`config.mk`:
```
export PLATFORM = sky130hd
export DESIGN_NAME = bbd_out_fifo
export DESIGN_NICKNAME = d
export VERILOG_FILES = /design/src/bbd_pkg.sv /design/src/bbd_out_fifo.sv
export SDC_FILE = /design/constraint.sdc
export NUM_CORES = 1
export LEC_CHECK = 0
export ABC_AREA = 1
export BUFFER_PORTS_ARGS = -buffer_cell sky130_fd_sc_hd__buf_4
export CORE_ASPECT_RATIO = 2
export CORE_MARGIN = 2
export CORE_UTILIZATION = 61
export DETAILED_ROUTE_END_ITERATION = 12
export GPL_TIMING_DRIVEN = 0
export PLACE_DENSITY = 0.84
export SLEW_MARGIN = 20
export SYNTH_ARGS = -nofsm -noshare
export SYNTH_HDL_FRONTEND = slang
export SYNTH_SLANG_ARGS = --single-unit
```
`constraint.sdc`:
```
create_clock -name clk -period 4.7 [get_ports clk]
set_clock_uncertainty 0.1 [all_clocks]
set_input_delay 0.47 -clock clk [delete_from_list [all_inputs] [get_ports clk]]
set_output_delay 0.47 -clock clk [all_outputs]
set_load 0.03 [all_outputs]
```
`src/bbd_pkg.sv`:
```
// ----------------------------------------------------------------------------
// bbd_pkg
// Shared types and constants of the bilinear Bayer demosaic.
// ----------------------------------------------------------------------------
package bbd_pkg;

	localparam int unsigned PIX_W         = 8;     // raw sample and color width
	localparam int unsigned CFG_W         = 12;    // image_width / image_height
	localparam int unsigned ROW_W         = 12;    // row counters
	localparam int unsigned PEND_W        = CFG_W + 1;
	localparam int unsigned DEF_MAX_WIDTH = 2048;
	localparam int unsigned DIM_MAX       = 4095;
	localparam int unsigned FIFO_DEPTH    = 4;
	localparam int unsigned APB_AW        = 4;
	localparam int unsigned APB_DW        = 32;

	localparam logic [CFG_W-1:0] RST_WIDTH  = 12'd1280;
	localparam logic [CFG_W-1:0] RST_HEIGHT = 12'd1024;
	localparam logic [CFG_W-1:0] MIN_DIM    = 12'd3;
	localparam logic [1:0]       RST_PHASE  = 2'd0;

	localparam logic MODE_PIXEL = 1'b0;
	localparam logic MODE_FLUSH = 1'b1;

	typedef enum logic [1:0] {
		REG_WIDTH  = 2'd0,
		REG_HEIGHT = 2'd1,
		REG_PHASE  = 2'd2
	} reg_idx_t;

	typedef struct packed {
		logic             mode;
		logic [PIX_W-1:0] raw_pixel;
	} sample_t;

	typedef struct packed {
		logic [PIX_W-1:0] red;
		logic [PIX_W-1:0] green;
		logic [PIX_W-1:0] blue;
		logic             frame_end;
	} rgb_t;

	// Per-request control that rides alongside the line memory access.
	typedef struct packed {
		logic emit;
		logic top_edge;
		logic bot_edge;
		logic left_edge;
		logic right_edge;
		logic row_par;
		logic col_par;
		logic frame_end;
	} pix_ctl_t;

	// One window column: two stored rows plus the incoming sample.
	typedef struct packed {
		logic [PIX_W-1:0] top;
		logic [PIX_W-1:0] mid;
		logic [PIX_W-1:0] bot;
	} column_t;

endpackage

```
`src/bbd_out_fifo.sv`:
```
// ----------------------------------------------------------------------------
// bbd_out_fifo
// Small result queue decoupling the pipeline from output backpressure.
// ----------------------------------------------------------------------------
module bbd_out_fifo (
	input  logic                                         clk,
	input  logic                                         arst_n,
	input  logic                                         push,
	input  bbd_pkg::rgb_t                                push_data,
	input  logic                                         pop,
	output logic                                         head_valid,
	output bbd_pkg::rgb_t                                head,
	output logic [$clog2(bbd_pkg::FIFO_DEPTH+1)-1:0]     count
);
	import bbd_pkg::*;

	localparam int unsigned PW = $clog2(FIFO_DEPTH);
	localparam int unsigned CW = $clog2(FIFO_DEPTH + 1);

	rgb_t          entry_q [FIFO_DEPTH];
	logic [PW-1:0] wr_ptr_q;
	logic [PW-1:0] rd_ptr_q;
	logic [CW-1:0] count_q;

	always_ff @(posedge clk or negedge arst_n) begin
		if (!arst_n) begin
			wr_ptr_q <= '0;
			rd_ptr_q <= '0;
			count_q  <= '0;
		end else begin
			if (push) begin
				wr_ptr_q <= wr_ptr_q + PW'(1);
			end
			if (pop) begin
				rd_ptr_q <= rd_ptr_q + PW'(1);
			end
			priority if (push && !pop) begin
				count_q <= count_q + CW'(1);
			end else if (pop && !push) begin
				count_q <= count_q - CW'(1);
			end
		end
	end

	always_ff @(posedge clk) begin
		if (push) begin
			entry_q[wr_ptr_q] <= push_data;
		end
	end

	assign head       = entry_q[rd_ptr_q];
	assign head_valid = (count_q != '0);
	assign count      = count_q;

endmodule

```
# [Word-level counts from Yosys, hierarchy flattened]
# Memory sizes are Yosys's and may differ from the RTL's.
# Cells that the tools add are included.
[totals] latchBits=0 rom_bits=0 inputBits=29 ramBits=100 output_inout_bits=29 word_cells=18 register_bits=7 mem_count=1
[op_classes] n_mul=0 n_shift=0 n_addsub=4 reduce_logical=6 bitwise=0 order_cmp=0 muxes=4 n_eq_ne=0 div=0
[mem_list] memory="entry_q" words=4 word_bits=25 read_ports=1 rd_ports_with_merged_regs=0 wr=1 line_no="bbd_out_fifo.sv:20" text="rgb_t entry_q [FIFO_DEPTH];"
[ops] op="3-bit two-way mux" count=2
[ops] op="2-bit by 1-bit adder with 2-bit output, second input constant" count=2
[ops] op="3-bit by 1-bit adder with 3-bit output, second input constant" count=1
[ops] op="3-bit nonzero test" count=1
[ops] op="3-bit by 1-bit subtractor with 3-bit output, second input constant" count=1
[ops] op="1-bit logical AND" count=2
[ops] op="1-bit zero test" count=2
[ops] op="1-bit two-way mux" count=2
[ops] op="2-bit nonzero test" count=1

# [Depth between registers and ports, before layout]
[depth] ltp_word=4 mapped_depth=9 mapped_depth_nobuf=9

# [Worst setup path after synthesis]
# No wires, ideal clock.
[synth_path] kind="input to register" start="input push" end="memory entry_q[0][0] (netlist bit), enable pin" cell_stages=3 required_ns=4.220 setup_ns=0.380 n_path_buf=1 slack_ns=2.964 arrival_ns=1.256 path_cell_list="clkbuf_1 nand2_1 inv_1"
[synth_between] elab_chain_cells=2
[synth_rtl] element="start, declared" line_no="bbd_out_fifo.sv:8" text="input logic push,"
[synth_rtl] element="1-bit two-way mux" line_no="bbd_out_fifo.sv:46" text="if (push) begin"
[synth_rtl] element="1-bit two-way mux (implied by the code)" line_no="bbd_out_fifo.sv:47" text="entry_q[wr_ptr_q] <= push_data;"
[synth_rtl] element="end, declared" line_no="bbd_out_fifo.sv:20"
# Every way passes these cells.

==> impl_metrics.json <==
{
  "grt_usage": 0.2330,
  "worstMarginPinSlew_ns": 1.108,
  "clkTransAtPathRegs_ns": 0.07,
  "met2_usage": 0.4310,
  "grt.met1_usage": 0.2440,
  "num_vias": 2710,
  "fin_util": 0.7563,
  "area_delta_synth_final_pct": 19.55,
  "relSlewSlack": 0.2603,
  "synth_area_leaders": "edfxtp_1, o211ai_1, nand2_1",
  "reg2reg_depth": 4,
  "whs_ns": 0.2283,
  "yosysSeqAreaShare": 0.7239,
  "cp.required_ns": 4.13,
  "clk_latency_ns": 0.33,
  "synthFlopType": "edfxtp_1",
  "cp_data_arrival_time_ns": 1.70,
  "fmax_mhz": 441.4,
  "whs_path_depth": 1,
  "wl_per_cell_um": 16.70,
  "irDropWorstVdd_mv": 0.6919,
  "top_usage_layer": "met2",
  "drt_iter0_markers": 132,
  "hold_viol_final": 0,
  "final_area_mm2": 0.005249,
  "final-seq-area_mm2": 0.003178,
  "nets": 443,
  "ys_types": 18,
  "r2r_setup_slack_ns": 2.44,
  "cts_resized": 0,
  "synth.most_common_cell": "edfxtp_1",
  "outcome": "finished, final reports clean",
  "gr-usage-met3": 0.04517,
  "tritoncts": "yes",
  "p_leak_nw": 2.204,
  "die_y_um": 124.0,
  "gp_congestion": 0.7158,
  "crit_fanout": 10,
  "yosysTopAreaCell": "edfxtp_1",
  "p_per_area_mw_per_mm2": 697.8,
  "cts_buffers": 9,
  "viasPerCell": 5.388,
  "clock_path_buffers": 2,
  "reg2reg_from": "wr_ptr_q[0]",
  "async_flop_share": 0.06542,
  "dieArea_mm2": 0.007933,
  "hp-start": "push_data[17]",
  "fin_crit_ns": 2.266,
  "drc_errors": 0,
  "setup_viol": 0,
  "hp-class": "in2reg",
  "synthCells": 339,
  "grt_pass1_wl_um": 13100,
  "maxSlewViolCount": 0,
  "critPathLaunchType": "flop",
  "grt-ovfl-total": 0,
  "fin_cells": 503,
  "synth-seq-cells": 107,
  "r2r_end": "entry_q[2][3]",
  "synthesis.nets": 374,
  "antenna_found_initial": 0,
  "dpl.hpwl_um": 5387,
  "cp-end-kind": "primary output",
  "ios": 58,
  "critical_path_class": "reg2out",
  "rsz0062_at_grt": "false",
  "drt_wl_total_um": 8402,
  "avgSynthCellArea_um2": 12.95,
  "post_cts_buffers": 0,
  "dpl-instance-area_mm2": 0.004931,
  "drive_gt1_frac": 0.2131,
  "period_share": 0.4820,
  "rows": 43,
  "initial_core_util": 0.6326,
  "synth_commonest_cells": "edfxtp_1, nand2_1, inv_1",
  "synth_edf_count": 100,
  "synth_area_mm2": 0.004390,
  "yosysTopAreaCellShare": 0.6840,
  "core_region_area_mm2": 0.006940,
  "dp.cells": 486,
  "drt_pass1_iterations": 5,
  "fp.dieW_um": 63.99,
  "diodes": 0,
  "multi_input_area_um2": 847.1,
  "cts_hold_buf": 1,
  "grt_max_degree": 26,
  "cts_root_buffer": "clkbuf_16",
  "ant_nets": 0,
  "fin_setup_tns_ns": 0,
  "fill_cells": 413,
  "ys_warn_count": 0,
  "holdPathEnd": "entry_q[1][17]",
  "grt_pass1_vias": 2717,
  "clock_sinks": 107,
  "io_buffers": 57,
  "max_cap_violations": 0,
  "cts_max_level": 3
}
[cells in the final DEF, fill, tap and decap left out, types with 5 or more instances in the layout]
cell	n
clkbuf_16	9
buf_6	5
inv_1	60
buf_4	63
buf_2	5
ha_1	5
nand2_1	89
dfrtp_1	7
edfxtp_1	100
o211ai_1	50
[logic make-up (layout without fill, tap and decap cells)]
family / after synthesis / count (layout) / synth area share
adder cells (fa/ha/maj): 6 / 6 / 0.01881
buffers and inverters: 79 / 153 / 0.08321
AND/OR/NAND/NOR: 92 / 92 / 0.07951
AO/OA/AOI/OAI: 51 / 51 / 0.08663
flip-flops: 107 / 107 / 0.7239
XOR/XNOR: 4 / 4 / 0.007981
[state kept, by name, summed over array words and instances (netlist names)]
register	flops
rd_ptr_q	2
wr_ptr_q	2
count	3
entry_q	100
[worst max path at each step]
stage                     to   startpoint  cells past startpoint
2_1_floorplan  entry_q[0][0]         push                      3
3_3_place_gp   entry_q[1][4]         push                      4
3_5_place_dp   entry_q[2][4]         push                      4
4_1_cts             head[22]  rd_ptr_q[1]                      6
5_1_grt        entry_q[2][4]  wr_ptr_q[0]                      4
6_report            head[22]  rd_ptr_q[1]                      6
[per-layer routing]
layer | vias up | wire, um
met5 | - | 0
met4 | 0 | 208
met3 | 16 | 423
met2 | 96 | 4743
met1 | 1307 | 3027
li1 | 1291 | -
[per-stage QoR]
stage,setup slack [ns],power (mW)
6_report,2.434,3.663
5_1_grt,2.321,3.848
4_1_cts,2.436,3.684
3_5_place_dp,2.433,2.926
3_3_place_gp,2.506,2.868
2_1_floorplan,2.964,2.359
[final cells by class]
cell class              instances  share of cell area
flip-flops and latches        107              0.6055
clock inverters                 7             0.01573
inverters                      62             0.04482
repair buffers                 58             0.08343
well taps                      90             0.02145
clock buffers                   9             0.04291
plain buffers                  17             0.02479
multi-input cells             153              0.1614
[power breakdown]
group / leakage [nW] / switching, mW / internal, mW
sequential: 1.00 / 0.0640 / 1.26
combinational: 1.05 / 1.04 / 0.539
clock: 0.154 / 0.302 / 0.460
total: 2.20 / 1.40 / 2.26
[critical path, cell delays in order (launching register included)]
cell and delay (ns):
dfrtp_1 0.36, buf_4 0.17, inv_4 0.11, buf_2 0.25
o211ai_1 0.16, nand2_1 0.13, buf_4 0.17
(Power assumes the default switching activity.)
