File: src/bbd_pkg.sv
// ----------------------------------------------------------------------------
// bbd_pkg
// Shared types and constants of the bilinear Bayer demosaic.
// ----------------------------------------------------------------------------
package bbd_pkg;

	localparam int unsigned PIX_W         = 8;     // raw sample and color width
	localparam int unsigned CFG_W         = 12;    // image_width / image_height
	localparam int unsigned ROW_W         = 12;    // row counters
	localparam int unsigned PEND_W        = CFG_W + 1;
	localparam int unsigned DEF_MAX_WIDTH = 2048;
	localparam int unsigned DIM_MAX       = 4095;
	localparam int unsigned FIFO_DEPTH    = 4;
	localparam int unsigned APB_AW        = 4;
	localparam int unsigned APB_DW        = 32;

	localparam logic [CFG_W-1:0] RST_WIDTH  = 12'd1280;
	localparam logic [CFG_W-1:0] RST_HEIGHT = 12'd1024;
	localparam logic [CFG_W-1:0] MIN_DIM    = 12'd3;
	localparam logic [1:0]       RST_PHASE  = 2'd0;

	localparam logic MODE_PIXEL = 1'b0;
	localparam logic MODE_FLUSH = 1'b1;

	typedef enum logic [1:0] {
		REG_WIDTH  = 2'd0,
		REG_HEIGHT = 2'd1,
		REG_PHASE  = 2'd2
	} reg_idx_t;

	typedef struct packed {
		logic             mode;
		logic [PIX_W-1:0] raw_pixel;
	} sample_t;

	typedef struct packed {
		logic [PIX_W-1:0] red;
		logic [PIX_W-1:0] green;
		logic [PIX_W-1:0] blue;
		logic             frame_end;
	} rgb_t;

	// Per-request control that rides alongside the line memory access.
	typedef struct packed {
		logic emit;
		logic top_edge;
		logic bot_edge;
		logic left_edge;
		logic right_edge;
		logic row_par;
		logic col_par;
		logic frame_end;
	} pix_ctl_t;

	// One window column: two stored rows plus the incoming sample.
	typedef struct packed {
		logic [PIX_W-1:0] top;
		logic [PIX_W-1:0] mid;
		logic [PIX_W-1:0] bot;
	} column_t;

endpackage

File: src/bbd_window.sv
// ----------------------------------------------------------------------------
// bbd_window
// 3x3 window shift register and bilinear color reconstruction.
// ----------------------------------------------------------------------------
module bbd_window (
	input  logic              clk,
	input  logic              arst_n,
	input  logic              col_valid,
	input  bbd_pkg::column_t  col,
	input  bbd_pkg::pix_ctl_t ctl_s1,
	output logic              res_valid,
	output bbd_pkg::rgb_t     res
);
	import bbd_pkg::*;

	logic [PIX_W-1:0] win_q [3][3];
	logic             emit_s2;
	pix_ctl_t         ctl_s2;

	logic [PIX_W-1:0] c, ul, up, ur, lf, rt, dl, dn, dr;
	logic [PIX_W+1:0] plus_sum, diag_sum;
	logic [PIX_W:0]   horiz_sum, vert_sum;
	logic [PIX_W-1:0] plus, diag, horiz, vert;

	always_ff @(posedge clk or negedge arst_n) begin
		if (!arst_n) begin
			emit_s2 <= 1'b0;
			for (int r = 0; r < 3; r++) begin
				for (int k = 0; k < 3; k++) begin
					win_q[r][k] <= '0;
				end
			end
		end else begin
			emit_s2 <= col_valid && ctl_s1.emit;
			if (col_valid) begin
				for (int r = 0; r < 3; r++) begin
					win_q[r][0] <= win_q[r][1];
					win_q[r][1] <= win_q[r][2];
				end
				win_q[0][2] <= col.top;
				win_q[1][2] <= col.mid;
				win_q[2][2] <= col.bot;
			end
		end
	end

	always_ff @(posedge clk) begin
		if (col_valid) begin
			ctl_s2 <= ctl_s1;
		end
	end

	// Mirror about the border pixel, then average.
	always_comb begin
		c  = win_q[1][1];
		ul = win_q[0][0];
		up = win_q[0][1];
		ur = win_q[0][2];
		lf = win_q[1][0];
		rt = win_q[1][2];
		dl = win_q[2][0];
		dn = win_q[2][1];
		dr = win_q[2][2];
		if (ctl_s2.top_edge) begin
			up = dn; ul = dl; ur = dr;
		end
		if (ctl_s2.bot_edge) begin
			dn = up; dl = ul; dr = ur;
		end
		if (ctl_s2.left_edge) begin
			lf = rt; ul = ur; dl = dr;
		end
		if (ctl_s2.right_edge) begin
			rt = lf; ur = ul; dr = dl;
		end
		plus_sum  = (PIX_W+2)'(up) + (PIX_W+2)'(lf) + (PIX_W+2)'(rt) + (PIX_W+2)'(dn);
		diag_sum  = (PIX_W+2)'(ul) + (PIX_W+2)'(ur) + (PIX_W+2)'(dl) + (PIX_W+2)'(dr);
		horiz_sum = (PIX_W+1)'(lf) + (PIX_W+1)'(rt);
		vert_sum  = (PIX_W+1)'(up) + (PIX_W+1)'(dn);
		plus      = plus_sum[PIX_W+1:2];
		diag      = diag_sum[PIX_W+1:2];
		horiz     = horiz_sum[PIX_W:1];
		vert      = vert_sum[PIX_W:1];
	end

	always_comb begin
		res.frame_end = ctl_s2.frame_end;
		unique case ({ctl_s2.row_par, ctl_s2.col_par})
			2'b00: begin
				res.red = c;     res.green = plus; res.blue = diag;
			end
			2'b11: begin
				res.red = diag;  res.green = plus; res.blue = c;
			end
			2'b01: begin
				res.red = horiz; res.green = c;    res.blue = vert;
			end
			default: begin
				res.red = vert;  res.green = c;    res.blue = horiz;
			end
		endcase
	end

	assign res_valid = emit_s2;

endmodule

File: config.mk
export PLATFORM = sky130hd
export DESIGN_NAME = bbd_window
export DESIGN_NICKNAME = d
export VERILOG_FILES = /design/src/bbd_pkg.sv /design/src/bbd_window.sv
export SDC_FILE = /design/constraint.sdc
export NUM_CORES = 1
export LEC_CHECK = 0
export BUFFER_PORTS_ARGS = -buffer_cell sky130_fd_sc_hd__buf_2
export CAP_MARGIN = 20
export CORE_UTILIZATION = 35
export CTS_CLUSTER_DIAMETER = 150
export DETAILED_ROUTE_END_ITERATION = 8
export GPL_TIMING_DRIVEN = 0
export SYNTH_ARGS = -nofsm -noshare
export SYNTH_HDL_FRONTEND = slang
export SYNTH_SLANG_ARGS = --single-unit
File: constraint.sdc
create_clock -name clk -period 7.4 [get_ports clk]
set_input_delay 1.11 -clock clk [delete_from_list [all_inputs] [get_ports clk]]
set_output_delay 1.11 -clock clk [all_outputs]
set_load 0.02 [all_outputs]
== Word-level counts from Yosys, hierarchy flattened ==
Index checks and enable logic that the tools add are counted.

* Register bits: 80
* Bits of input ports: 35
* Output and inout port bits: 26
* Logic and storage cells: 42

* Add/sub/neg operators: 8
* Eq/ne operators: 2
* Muxes and demuxes: 13
* Reductions and logical operators: 2

{| class="wikitable"
|+ Operator list
! cell !! count
|-
| $mux 8 || 12
|-
| $pmux 24 s3 || 1
|-
| $add 8x8->9 || 4
|-
| $add 10x8->10 || 2
|-
| $add 9x8->10 || 2
|-
| $eq 2x1->1 const B || 1
|-
| $eq 2x2->1 const B || 1
|-
| $logic_not 2->1 || 1
|-
| $logic_and 1x1->1 || 1
|}

== Depth between registers and ports, before layout ==
* Word-level depth: 7
* Mapped depth: 19
* Gate-level depth less buffers: 17

== Least setup slack after synthesis ==
OpenSTA, ideal clock, no wires.

* Path kind: reg2out
* From: reg ctl_s2[6] in the netlist's numbering
* To: out res[8] in the netlist's numbering
* Arrival time: 4.373 ns
* Data required time: 6.290 ns
* Setup slack: 1.917 ns
* Stages on the path, launching flop included: 19
* Path buffers: 2
* Cells stage by stage: edfxtp_1 -> buf_6 -> clkbuf_1 -> mux2_2 -> o21ai_0 -> nand2_1 -> nand2_1 -> fa_1 -> inv_1 -> fa_1 -> nor2b_1 -> and2_1 -> fa_1 -> a21o_1 -> a21oi_1 -> o21ai_1 -> o41ai_1 -> mux2i_1 -> mux2_2

{| class="wikitable"
|+ RTL lines
! element !! line !! text
|-
| from (decl) || bbd_window.sv:18 || <nowiki>pix_ctl_t ctl_s2;</nowiki>
|-
| from (signal assigned) || bbd_window.sv:49 || <nowiki>ctl_s2 <= ctl_s1;</nowiki>
|-
| to (decl) || bbd_window.sv:12 || <nowiki>output bbd_pkg::rgb_t res</nowiki>
|}

==> run summary <==
The run finished with clean final reports. The top cell types in the final layout, fill and taps aside, are mux2_2 (82), dfrtp_1 (73), inv_1 (61). The floorplan step set the die width to 138 µm. In this run the deepest clock path goes through 2 buffers. Compared with the post-synthesis result, the final layout area differs by 14.2%. The post-route fraction of the period consumed by the critical path was 0.930.

The per-cell routed wire length is 16.7 µm. For this run, design rule violations remaining after detail routing come to 0. The starting DRC count in detailed routing is 230, and the number of enable-type register cells in the synthesized netlist is 7. The clock network latency to the later pin of the worst-skew pair came out at 0.35 ns. For the via count of the first global-routing pass, the log shows 4799. Based on the critical path, the design can be clocked at up to 145 MHz. The cell type with the largest total area after synthesis is dfrtp_1.

The yosys synthesis warning count is 0, and the core outline area is 0.0180 mm². The full die area was 0.0190 mm²; the internal power contribution was 1620 µW. For the effective utilization at floorplan, the log shows 0.359.

The type of the tightest min-delay check is flip-flop to flip-flop. The sequential fraction of the synthesis area was 0.315. The area of the multi-input gates is 0.00408 mm², and the critical path data required time is 6.29 ns.

The combinational fraction of design power is 0.658, and the area fraction of the dominant cell type after synthesis is 0.282. Traced cell by cell, the critical path runs through clkbuf_1 -> buf_1 -> clkbuf_1 -> a21oi_1 -> nand2_1 -> o21ai_0 -> fa_1 -> inv_1 -> fa_1 -> nor2b_1 -> and2_1 -> fa_1 -> a21o_1 -> a21oi_1 -> o21ai_1 -> o41ai_1 -> mux2i_1 -> mux2_2 -> buf_2. The critical hold path startpoint is win_q[47]$_DFFE_PN0P_. For this design the static power due to leakage is 0.00344 µW. The total global routing track utilization is 0.179. Setup repair after global routing left no endpoint under its margin.

Buffers placed on the I/O ports in this run total 60. The cell that appears most often on the critical path is fa_1. The logs give 3 for the number of H-tree levels and 1850 for the final-layout fill cell count. The most common library cell in the layout ignoring fill and taps is mux2_2. TritonCTS built the clock tree. After technology mapping, the gate count stands at 632. Adding up every negative setup slack in the final design gives 0 ns.

The vertical die dimension was 138 µm; the first-pass iteration count of the detailed router was 4. The tools report the type of element launching the critical path as a flip-flop. The run gives 0 as the final number of hold-violating endpoints. The most common flop cell mapped by yosys is dfrtp_1. The tools report the global-route wire length before repair as 25300 µm. By area the synthesized netlist is led by dfrtp_1 (28%), mux2_2 (14%), fa_1 (11%).

The leftover overflow at the end of global routing was 0. The clock transition at the registers of the reported paths works out to 0.06 ns. The tools report the worst ir drop on vdd as 0.370 mV. In the post-route analysis, the smallest setup slack over all paths is 0.517 ns. The number of vias after detailed routing is 4761, and the largest stage delay on the critical path is 0.72 ns. At the pin with the least slew margin, the transition time is 0.917 ns.

The tools report the total number of placement rows as 49. Dividing total power by cell area gives a power density of 405 mW/mm². The largest individual stage delay along the critical path comes from the cell buf_1. The startpoint of the worst register-to-register path was c[0]$_DFFE_PN0P_.

The detail route stage leaves a number of antenna-violating nets equal to 0. The tools report the HPWL after detailed placement as 12400 µm. After layout, the minimum clock period comes to 6.88 ns. The global placement routability congestion is 0.865. The fraction of final layout cells with drive strength greater than 1 came out at 0.257.

The clock buffer count from CTS came out at 9. The worst slew margin relative to its limit is 0.389. The cell sitting at the root of the clock tree is a clkbuf_16. The run gives 0.00647 mm² as the area of the mapped netlist. The critical path is of the flip-flop to output pin type.

After detailed routing, the total wire length is 15600 µm. For the final database, setup skew stands at 0.00589 ns. The clock net sink count is 80, and the average cell area after synthesis is 10.2 µm².

Yosys mapped the design onto 49 distinct sky130hd cell types. Worst setup slack after placement: 0.834 ns. The endpoint kind of the worst setup timing path is an output pin.

The net switching power figure is 1370 µW. The tools report the clock group share of total power as 0.153. Entering global routing, the biggest net connects 49 pins. The switching fraction of total power came out at 0.457. Of all nets on the critical path, the largest fanout is 10. Once the clock tree was built, the setup fixing pass inserted 0 buffers. The number of antenna violations at the first check in global routing was 0; the number of placed I/O pins was 61. Max-cap violations in this run came to 0. The run gives 0 as the final-report max-slew violation count. The register share of total power was 0.189; the total inserted antenna cells was 0. Power comes to 2990 µW. Data arrives at the worst endpoint at 5.77 ns. The async set-or-reset flop fraction in the synthesized netlist was 0.913.

Dividing the detail-routed via count by the number of cells gives 5.08. Gates resized during post-CTS repair numbered 0. For this run, the post-layout net count is 801.

The sequential cells in the finished layout cover a total of 0.00204 mm². For this design, the CTS-stage hold fixing added 0 buffers. Counting every net in the synthesized netlist gives 729.

The number of register bits inferred by synthesis was 80. The most critical setup path has its startpoint at ctl_s2[4]$_DFFE_PP_. Setup violations remaining at the end of the flow were counted as 0.
[final timing paths]
check	depth (start not counted)	endpoint	slack, ns
min	1	win_q[47]$_DFFE_PN0P_	0.51
max	19	res[8]	0.52
max in group asynchronous	2	win_q[6]$_DFFE_PN0P_	6.16
min in group asynchronous	1	c[3]$_DFFE_PN0P_	0.68
min reg2reg	1	win_q[47]$_DFFE_PN0P_	0.51
max reg2reg	1	c[0]$_DFFE_PN0P_	6.55
[flip-flops by register name, summed over array words and instances, names as in the netlist]
name and flops:
win_q 64, res 1, res_valid 1, ctl_s2 6, c 8
[layer usage]
| metal | vias to the layer above | global-route usage | part of all wire | wire [µm] |
|---|---|---|---|---|
| li1 | 2332 | - | - | - |
| met1 | 2326 | 0.239 | 0.49 | 7580 |
| met2 | 90 | 0.294 | 0.46 | 7170 |
| met3 | 13 | 0.0333 | 0.045 | 706 |
| met4 | 0 | 0.0507 | 0.011 | 173 |
| met5 | - | 0 | 0 | 0 |
[synthesized netlist by cell type (2+ instances only)]
cell      count
a211oi_1      4
mux4_2       13
clkbuf_1     24
and2_1        5
a311o_1       2
o211ai_1      3
edfxtp_1      7
or3_1         3
a31o_2        3
nor2b_1       4
a21oi_1      32
dfrtp_1      73
mux2_2       82
inv_1        61
xor2_1       10
mux2i_1      31
ha_1         28
a21o_1       20
o41ai_1       2
nand2b_1      4
nor2_1       52
nor3_1        5
buf_1         4
xnor2_1      11
o21a_1        7
o21ai_1       5
a31oi_1       2
o21ai_0      22
o31ai_1       2
fa_1         34
o221a_1       3
nand2_1      57
[cells by family (layout without fill, tap and decap cells)]
group           Yosys count  count (layout)  share of synthesized area
fa+ha+maj                62              62                      0.159
flops                    80              80                      0.315
buf+inv                  92             169                     0.0553
mux                     126             126                      0.236
compound gates          115             115                      0.116
simple gates            136             136                     0.0901
xor+xnor                 21              21                     0.0284
[through the flow]
step | utilization | area (µm²) | instances | hold WS, ns
floorplan | - | 6470 | 632 | 0.477
global placement | 0.392 | 7060 | 921 | 0.488
detailed placement | 0.393 | 7090 | 922 | 0.495
CTS | 0.410 | 7390 | 938 | 0.509
global route | 0.410 | 7390 | 938 | 0.524
finish | 0.410 | 7390 | 938 | 0.506
[power groups by stage]
stage	registers [µW]	logic [µW]	clock network, µW
floorplan	548	1480	0
global placement	570	1940	0
detailed placement	571	1970	0
CTS	564	1970	473
global route	575	2200	490
finish	564	1970	458
[area by class of cell]
cell class              count  area share
inverters                  61      0.0310
flip-flops and latches     80       0.275
repair buffers             61      0.0447
multi-input cells         460       0.551
plain buffers              31      0.0174
clock inverters             6     0.00897
well taps                 229      0.0387
clock buffers              10      0.0323
[worst max-delay path, delay by kind of cell, from the launching register on]
family	cells	cell delay (ns)
AND/OR/NAND/NOR	3	0.43
AO/OA/AOI/OAI	6	1.38
adder cells (fa/ha/maj)	3	1.21
multiplexers	2	0.43
buffers and inverters	5	1.65
flip-flops	1	0.32
Note: power is estimated with default switching activity, not from simulation.
